**src/ipp_pkg.sv**
```systemverilog
// ----------------------------------------------------------------------------
// ipp_pkg
// Shared types and constants of the input packet parser.
// ----------------------------------------------------------------------------
package ipp_pkg;

  localparam logic [7:0] MAGIC_C = 8'h43;
  localparam logic [7:0] MAGIC_S = 8'h53;
  localparam logic [7:0] AXIS_INVALID = 8'h80;

  localparam int unsigned NUM_REGS = 5;
  localparam logic [2:0] REG_VERSION = 3'd0;
  localparam logic [2:0] REG_KIND    = 3'd1;
  localparam logic [2:0] REG_PLAYER  = 3'd2;
  localparam logic [2:0] REG_WEAPON  = 3'd3;
  localparam logic [2:0] REG_COMMAND = 3'd4;

  typedef enum logic [2:0] {
    ST_OK        = 3'd0,
    ST_SHORT     = 3'd1,
    ST_BAD_ID    = 3'd2,
    ST_BAD_FIELD = 3'd3,
    ST_BAD_CMD   = 3'd4,
    ST_SEQUENCE  = 3'd5,
    ST_LONG      = 3'd6
  } status_t;

  // One result item, packed as on the output tdata (last field lowest).
  typedef struct packed {
    logic [2:0]  status;
    logic [7:0]  weapon_code;
    logic [3:0]  button_bits;
    logic [15:0] pitch_code;
    logic [15:0] yaw_code;
    logic [7:0]  strafe_code;
    logic [7:0]  forward_code;
    logic [7:0]  count_field;
    logic [7:0]  player_number;
    logic [31:0] second_word;
    logic [31:0] first_word;
  } result_t;

  localparam int unsigned RESULT_W = $bits(result_t);

endpackage

```
**src/input_packet_parser_unit.sv**
```systemverilog
// ----------------------------------------------------------------------------
// input_packet_parser_unit
// Streaming parser of little-endian input packets with command records and
// an end-of-packet verdict.
// ----------------------------------------------------------------------------
// Takes one packet byte per clock cycle; each byte is checked and parsed in
// the cycle it is accepted, and its results (a command record, a verdict or
// both) go into a four-entry queue that feeds the output port. The input
// stalls only while fewer than two queue slots are free, so a slow consumer
// is absorbed for a few beats. Results are registered into the queue.
// ----------------------------------------------------------------------------
module input_packet_parser_unit import ipp_pkg::*; (
  input  logic         clk,
  input  logic         rst_n,
  input  logic         cfg_we,
  input  logic [2:0]   cfg_index,
  input  logic [7:0]   cfg_data,
  input  logic         in_tvalid,
  output logic         in_tready,
  input  logic [7:0]   in_tdata,   // data_byte
  input  logic         in_tlast,   // end_of_packet
  output logic         out_tvalid,
  input  logic         out_tready,
  // first_word, second_word, player_number, count_field, forward_code,
  // strafe_code, yaw_code, pitch_code, button_bits, weapon_code, status, pad
  output logic [143:0] out_tdata,
  output logic         out_tuser   // is_verdict
);

  logic [1:0] q_space, push_n;
  logic       push0_verdict;
  result_t    push0, push1, item;

  ipp_front u_front (
    .clk, .rst_n, .cfg_we, .cfg_index, .cfg_data,
    .byte_valid(in_tvalid), .byte_ready(in_tready),
    .data_byte(in_tdata), .end_of_packet(in_tlast),
    .q_space, .push_n, .push0, .push0_verdict, .push1
  );

  ipp_queue u_queue (
    .clk, .rst_n, .push_n, .push0, .push0_verdict, .push1,
    .space(q_space), .out_valid(out_tvalid), .out_ready(out_tready),
    .out_item(item), .out_verdict(out_tuser)
  );

  assign out_tdata = {{(144 - RESULT_W){1'b0}}, item};

`ifndef ASSERT_OFF
  a_no_accept_full: assert property (@(posedge clk) disable iff (!rst_n)
    (q_space != 2'd2) |-> !in_tready) else $error("accept without queue room");
  a_pair_on_last: assert property (@(posedge clk) disable iff (!rst_n)
    (push_n == 2'd2) |-> (in_tvalid && in_tready && in_tlast))
    else $error("two results without end of packet");
  a_last_pushes: assert property (@(posedge clk) disable iff (!rst_n)
    (in_tvalid && in_tready && in_tlast) |-> (push_n != 2'd0))
    else $error("end of packet without verdict");
`endif

endmodule

```
**src/ipp_front.sv**
```systemverilog
// ----------------------------------------------------------------------------
// ipp_front
// Byte parser: walks header and commands, checks fields, emits up to two
// result items per byte into the queue.
// ----------------------------------------------------------------------------
module ipp_front import ipp_pkg::*; (
  input  logic          clk,
  input  logic          rst_n,
  input  logic          cfg_we,
  input  logic [2:0]    cfg_index,
  input  logic [7:0]    cfg_data,
  input  logic          byte_valid,
  output logic          byte_ready,
  input  logic [7:0]    data_byte,
  input  logic          end_of_packet,
  input  logic [1:0]    q_space,
  output logic [1:0]    push_n,
  output result_t       push0,
  output logic          push0_verdict,
  output result_t       push1
);

  typedef enum logic [1:0] {PH_HEADER, PH_COMMANDS, PH_TRAILING} phase_t;

  logic [7:0]  version_r, kind_r, player_lim_r, weapon_lim_r, command_lim_r;
  phase_t      phase_r;
  logic [3:0]  off_r;
  logic [7:0]  cmd_num_r;
  logic [31:0] prev_seq_r, newest_r, ack_r;
  logic [7:0]  player_r, count_r;
  logic [119:0] asm_r;
  logic [2:0]  err_r;

  logic        fire;
  logic [2:0]  err_nxt;
  logic [2:0]  hit;
  logic        cmd_done, finish;
  logic [31:0] seq, tick;
  logic [7:0]  fwd, strf, buttons, weapon;
  logic [15:0] yaw, pitch;
  logic [31:0] newest_nxt, ack_nxt;
  logic [7:0]  player_nxt, count_nxt;
  logic        in_trailing;
  result_t     rec, vrd;

  // Two free slots cover the worst case of record plus verdict.
  assign byte_ready = (q_space == 2'd2);
  assign fire = byte_valid && byte_ready;

  // Assemble the finished command with the current byte as its top byte.
  assign seq    = asm_r[31:0];
  assign tick   = asm_r[63:32];
  assign fwd    = asm_r[71:64];
  assign strf   = asm_r[79:72];
  assign yaw    = asm_r[95:80];
  assign pitch  = asm_r[111:96];
  assign buttons = asm_r[119:112];
  assign weapon = data_byte;

  always_comb begin
    hit = ST_OK;
    newest_nxt = newest_r;
    ack_nxt = ack_r;
    player_nxt = player_r;
    count_nxt = count_r;
    cmd_done = 1'b0;
    finish = 1'b0;
    case (phase_r)
      PH_HEADER: begin
        case (off_r)
          4'd0: if (data_byte != MAGIC_C) hit = ST_BAD_ID;
          4'd1: if (data_byte != MAGIC_S) hit = ST_BAD_ID;
          4'd2: if (data_byte != version_r) hit = ST_BAD_ID;
          4'd3: if (data_byte != kind_r) hit = ST_BAD_ID;
          4'd4: begin
            player_nxt = data_byte;
            if (data_byte >= player_lim_r) hit = ST_BAD_FIELD;
          end
          4'd5: begin
            count_nxt = data_byte;
            if (data_byte == 8'd0 || data_byte > command_lim_r) hit = ST_BAD_FIELD;
          end
          4'd6, 4'd7: if (data_byte != 8'd0) hit = ST_BAD_FIELD;
          4'd8:  newest_nxt[7:0]   = data_byte;
          4'd9:  newest_nxt[15:8]  = data_byte;
          4'd10: newest_nxt[23:16] = data_byte;
          4'd11: newest_nxt[31:24] = data_byte;
          4'd12: ack_nxt[7:0]   = data_byte;
          4'd13: ack_nxt[15:8]  = data_byte;
          4'd14: ack_nxt[23:16] = data_byte;
          default: ack_nxt[31:24] = data_byte;
        endcase
        if (off_r == 4'hF && count_r == 8'd0) finish = 1'b1;
      end
      PH_COMMANDS: begin
        if (off_r == 4'hF) begin
          cmd_done = 1'b1;
          if (weapon >= weapon_lim_r || buttons[7:4] != 4'd0 ||
              fwd == AXIS_INVALID || strf == AXIS_INVALID)
            hit = ST_BAD_CMD;
          else if (seq == 32'd0 || seq <= prev_seq_r || seq > newest_r)
            hit = ST_SEQUENCE;
          if (cmd_num_r + 8'd1 >= count_r) finish = 1'b1;
        end
      end
      default: hit = ST_LONG;
    endcase
  end

  // Resolve the first error, including closing and short checks.
  always_comb begin
    logic [31:0] last_seq;
    last_seq = cmd_done ? seq : prev_seq_r;
    err_nxt = err_r;
    if (err_nxt == ST_OK) err_nxt = hit;
    if (finish && err_nxt == ST_OK && last_seq != newest_nxt) err_nxt = ST_SEQUENCE;
    in_trailing = (phase_r == PH_TRAILING) || finish;
    if (end_of_packet && !in_trailing && err_nxt == ST_OK) err_nxt = ST_SHORT;
  end

  always_comb begin
    rec = '0;
    rec.first_word = seq;
    rec.second_word = tick;
    rec.forward_code = fwd;
    rec.strafe_code = strf;
    rec.yaw_code = yaw;
    rec.pitch_code = pitch;
    rec.button_bits = buttons[3:0];
    rec.weapon_code = weapon;
    vrd = '0;
    vrd.first_word = newest_nxt;
    vrd.second_word = ack_nxt;
    vrd.player_number = player_nxt;
    vrd.count_field = count_nxt;
    vrd.status = err_nxt;
  end

  // Hand results to the queue; a verdict is always the last item pushed.
  always_comb begin
    push_n = 2'd0;
    push0 = rec;
    push0_verdict = 1'b0;
    push1 = vrd;
    if (fire) begin
      if (cmd_done && end_of_packet) push_n = 2'd2;
      else if (cmd_done) push_n = 2'd1;
      else if (end_of_packet) begin
        push_n = 2'd1;
        push0 = vrd;
        push0_verdict = 1'b1;
      end
    end
  end

  // Configuration registers.
  always_ff @(posedge clk) begin
    if (!rst_n) begin
      version_r <= 8'd1;
      kind_r <= 8'd0;
      player_lim_r <= 8'd16;
      weapon_lim_r <= 8'd8;
      command_lim_r <= 8'd4;
    end else if (cfg_we) begin
      case (cfg_index)
        REG_VERSION: version_r <= cfg_data;
        REG_KIND:    kind_r <= cfg_data;
        REG_PLAYER:  player_lim_r <= cfg_data;
        REG_WEAPON:  weapon_lim_r <= cfg_data;
        REG_COMMAND: command_lim_r <= cfg_data;
        default: ;
      endcase
    end
  end

  // Advance parse state on each accepted beat.
  always_ff @(posedge clk) begin
    if (!rst_n || (fire && end_of_packet)) begin
      phase_r <= PH_HEADER;
      off_r <= '0;
      cmd_num_r <= '0;
      prev_seq_r <= '0;
      newest_r <= '0;
      ack_r <= '0;
      player_r <= '0;
      count_r <= '0;
      asm_r <= '0;
      err_r <= ST_OK;
    end else if (fire) begin
      err_r <= err_nxt;
      newest_r <= newest_nxt;
      ack_r <= ack_nxt;
      player_r <= player_nxt;
      count_r <= count_nxt;
      if (phase_r != PH_TRAILING) off_r <= off_r + 4'd1;
      if (phase_r == PH_COMMANDS) begin
        asm_r <= {data_byte, asm_r[119:8]};
        if (cmd_done) begin
          asm_r <= '0;
          prev_seq_r <= seq;
          cmd_num_r <= cmd_num_r + 8'd1;
        end
      end
      if (finish) phase_r <= PH_TRAILING;
      else if (phase_r == PH_HEADER && off_r == 4'hF) phase_r <= PH_COMMANDS;
    end
  end

endmodule

```
**src/ipp_queue.sv**
```systemverilog
// ----------------------------------------------------------------------------
// ipp_queue
// Four-entry result queue between the parser and the output port.
// ----------------------------------------------------------------------------
module ipp_queue import ipp_pkg::*; (
  input  logic      clk,
  input  logic      rst_n,
  input  logic [1:0] push_n,
  input  result_t   push0,
  input  logic      push0_verdict,
  input  result_t   push1,
  output logic [1:0] space,
  output logic      out_valid,
  input  logic      out_ready,
  output result_t   out_item,
  output logic      out_verdict
);

  result_t    mem_r [4];
  logic       vflag_r [4];
  logic [1:0] wp_r, rp_r;
  logic [2:0] cnt_r;
  logic       pop;
  logic [1:0] wp1;

  assign pop = out_valid && out_ready;
  assign out_valid = (cnt_r != 3'd0);
  assign out_item = mem_r[rp_r];
  assign out_verdict = vflag_r[rp_r];
  assign wp1 = wp_r + 2'd1;
  // Report free slots, saturated at two.
  assign space = (cnt_r <= 3'd2) ? 2'd2 : ((cnt_r == 3'd3) ? 2'd1 : 2'd0);

  // Store pushed items; a verdict is always the last item of a push.
  always_ff @(posedge clk) begin
    if (push_n != 2'd0) begin
      mem_r[wp_r] <= push0;
      vflag_r[wp_r] <= push0_verdict;
    end
    if (push_n == 2'd2) begin
      mem_r[wp1] <= push1;
      vflag_r[wp1] <= 1'b1;
    end
  end

  always_ff @(posedge clk) begin
    if (!rst_n) begin
      wp_r <= '0;
      rp_r <= '0;
      cnt_r <= '0;
    end else begin
      wp_r <= wp_r + push_n;
      if (pop) rp_r <= rp_r + 2'd1;
      cnt_r <= cnt_r + {1'b0, push_n} - {2'b0, pop};
    end
  end

endmodule

```
**config.mk**
```make
export PLATFORM = sky130hd
export DESIGN_NAME = input_packet_parser_unit
export DESIGN_NICKNAME = d
export VERILOG_FILES = /design/src/ipp_pkg.sv /design/src/input_packet_parser_unit.sv /design/src/ipp_front.sv /design/src/ipp_queue.sv
export SDC_FILE = /design/constraint.sdc
export NUM_CORES = 2
export LEC_CHECK = 0
export BUFFER_PORTS_ARGS = -buffer_cell sky130_fd_sc_hd__buf_4
export CELL_PAD_IN_SITES_DETAIL_PLACEMENT = 0
export CELL_PAD_IN_SITES_GLOBAL_PLACEMENT = 1
export CORE_MARGIN = 2
export CORE_UTILIZATION = 52
export DETAILED_ROUTE_END_ITERATION = 10
export GPL_TIMING_DRIVEN = 0
export MAX_ROUTING_LAYER = met4
export PLACE_DENSITY_LB_ADDON = 0.1
export SKIP_CTS_REPAIR_TIMING = 1
export SYNTH_ARGS = -nofsm -noshare
export SYNTH_HDL_FRONTEND = slang
export SYNTH_HIERARCHICAL = 1
export SYNTH_SLANG_ARGS = --single-unit
export TNS_END_PERCENT = 10
```
**constraint.sdc**
```tcl
create_clock -name clk -period 15.94 [get_ports clk]
set_input_delay 1.594 -clock clk [delete_from_list [all_inputs] [get_ports clk]]
set_output_delay 1.594 -clock clk [all_outputs]
set_load 0.02 [all_outputs]
```
==> metrics.yaml <==
run_status:
  outcome: "completed"
sta:
  tightest_slew_ns: 1.37
  fmax_ghz: 0.172
  rsz0062_at_grt: "no"
  period_minus_slack_ns: 5.80
  fin_tns_setup_ns: 0
  post-route-period-util_pct: 36.4
  hold_violations: 0
  drv_slew: 0
  setup_slack_ns: 10.14
  skew_ns: 0.0154
  slew-limit-headroom_pct: 9.00
  setup_viol: 0
synth:
  synth_area_leaders: "edfxtp_1 38%, dfxtp_1 13%, mux2_2 9.3%"
  synthCells: 3684
  yosysTopAreaCell: "edfxtp_1"
  yosysWarnings: 6
  syn_area_sq_um: 45600
  synth.avg_cell_area_sq_um: 12.4
  synth-main-ff-cell: "edfxtp_1"
  ys_seq_area_share_pct: 50.9
  yosysUniqueCellTypes: 74
  synth_edf_count: 572
  synth-async-reset-ratio_pct: 0
  yosysTopAreaCellShare_pct: 37.6
  synth-seq-cells: 874
detailed_routing:
  wl_per_cell_um: 23.9
  wl_mm: 126
  first_iter_violations: 2453
  drtPass1Iterations: 6
  num_vias: 30200
  via_per_inst: 5.74
  antenna_left: 0
  post-route-drc-count: 0
critical_path:
  end_kind: "flop"
  cp.required_ns: 16.35
  cp_max_fo: 10
  reg2reg_depth: 19
  critical_path_class: "input pin to flop"
  startpoint_type: "input pin"
  arrival_ns: 6.22
cells_and_area:
  syn_to_final_growth_pct: 14.3
  fin_nets: 4169
  layout_common_cells: "572 x edfxtp_1, 376 x mux2_2, 337 x nand2_1"
  stdcell_count: 5273
  drive_above_1_share_pct: 28.2
  final_util_pct: 60.1
  final_common_cell: "edfxtp_1"
  nFillCells: 7155
floorplanning:
  num_io_pins: 172
  row_count: 108
  core_sq_um: 86900
  dieHeight_um: 300
  die_area_sq_um: 90200
  start_util_pct: 52.5
  die-width_um: 300
global_routing:
  grt_overflow: 0
  grt_pass1_vias: 30300
  antenna_found_initial: 2
  grt_max_degree: 28
  grt_first_pass_wirelength_mm: 189
  track_usage_pct: 28.7
cts:
  numCtsBuffers: 96
  clkLatencyLatePin_ns: 0.66
  clockBufferDepth: 3
  cts_root_buffer: "clkbuf_16"
  cts.sinks: 874
  h-tree-depth: 3
  clk_pin_slew_ns: 0.06
  cts_tree: "done"
hold_path:
  hold_depth: 2
  hold_path.class: "flop to flop"
placement:
  dp_slack_ns: 9.43
  gp_congestion: 0.936
  portBuffers: 170
  dp_cells: 5093
  dpl.hpwl_mm: 87.4
power:
  leakagePower_nw: 19.9
  p_per_area_nw_per_um2: 124
  ir_drop_uv: 92.2
job:
  max_cap_violations: 0
==> cell usage after synthesis (all sizes together), types with 4 or more instances <==
cell,number
edfxtp,572
mux2,572
nand2,343
dfxtp,302
a21oi,247
inv,185
buf,168
nor2,149
mux4,144
clkbuf,141
nand3,134
ha,107
mux2i,87
o21ai,85
a211oi,84
and2,72
xnor2,47
nand4,31
a21boi,29
nor4,20
nor2b,19
a22oi,17
a21o,16
nor3,16
xor2,9
nand2b,8
o211ai,8
and3,7
nor4b,7
or3,5
a221oi,4
a31oi,4
==> worst max-delay path, cell delays in order <==
cell	delay, ns
buf_4	0.10
clkbuf_1	0.99
inv_1	0.63
ha_1	0.48
nand2b_1	0.10
a31oi_1	0.08
nor3_1	0.24
o21ai_0	0.14
o211a_1	0.23
o311a_1	0.46
a21boi_1	0.18
a311o_1	0.48
and2_1	0.21
mux2_2	0.27
==> per-stage QoR <==
| stage | hold slack, ns | power, mW | area [sq um] |
|---|---|---|---|
| finish | 0.454 | 6.45 | 52200 |
| global placement | 0.443 | 4.37 | 48600 |
| global route | 0.472 | 6.70 | 52200 |
| CTS | 0.454 | 6.50 | 52200 |
| detailed placement | 0.447 | 4.34 | 49100 |
| floorplan | 0.431 | 3.75 | 45900 |
==> routing by layer <==
metal | GRT usage [%] | vias to the layer above | wire [um]
li1 | - | 14200 | -
met1 | 37.2 | 15000 | 53300
met2 | 48.4 | 864 | 63300
met3 | 2.95 | 174 | 6600
met4 | 7.23 | 0 | 2940
met5 | - | - | 0
==> final cells by class <==
| cell class | instances | area (sq um) | share of cell area, % |
|---|---|---|---|
| Buffer | 309 | 1850 | 3.54 |
| Tap cell | 1155 | 1450 | 2.77 |
| Clock inverter | 43 | 365 | 0.700 |
| Inverter | 185 | 694 | 1.33 |
| Multi-Input combinational cell | 2375 | 20100 | 38.6 |
| Antenna cell | 1 | 2.50 | 0.00480 |
| Clock buffer | 136 | 2670 | 5.11 |
| Timing Repair Buffer | 195 | 1800 | 3.45 |
| Sequential cell | 874 | 23200 | 44.5 |
==> logic make-up after synthesis <==
| family | synth area share, % |
|---|---|
| adders and majority gates | 2.98 |
| and+or+nand+nor | 8.42 |
| AOI/OAI and AO/OA | 6.89 |
| xor gates and xnor gates | 1.07 |
| other | 0.0165 |
| muxes | 24.2 |
| buffers and inverters | 5.57 |
| DFF | 50.9 |
==> path summary, 6_finish.rpt <==
check	slack (ns)	from	to
max	10.14	in_tdata[0]	u_queue/mem_r[0][142]$_DFFE_PP_
max reg2reg	11.08	u_front/off_r[0]$_SDFFE_PP0P_	u_queue/mem_r[2][32]$_DFFE_PP_
min reg2reg	0.45	u_front/prev_seq_r[17]$_SDFFE_PP0P_	u_front/prev_seq_r[17]$_SDFFE_PP0P_
min	0.45	u_front/prev_seq_r[17]$_SDFFE_PP0P_	u_front/prev_seq_r[17]$_SDFFE_PP0P_
==> where the power goes <==
group / switching (mW) / internal (mW)
logic: 0.977 / 0.665
registers: 0.0607 / 2.58
clock network: 0.916 / 1.25
==> sequential cells by signal, summed over array words and instances (netlist names), named ones only <==
register / count
u_queue/rp_r: 2
u_front/err_r: 3
u_front/newest_r: 32
u_queue/cnt_r: 3
u_front/version_r: 8
u_front/player_r: 8
u_queue/mem_r: 572
u_front/player_lim_r: 8
u_front/off_r: 4
u_front/prev_seq_r: 32
u_front/cmd_num_r: 8
u_front/command_lim_r: 8
u_front/asm_r: 120
u_front/phase_r: 2
u_front/count_r: 8
u_front/weapon_lim_r: 8
u_front/ack_r: 32
u_front/kind_r: 8
u_queue/vflag_r: 4
u_queue/wp_r: 2
Note: power is estimated with default switching activity, not from simulation.
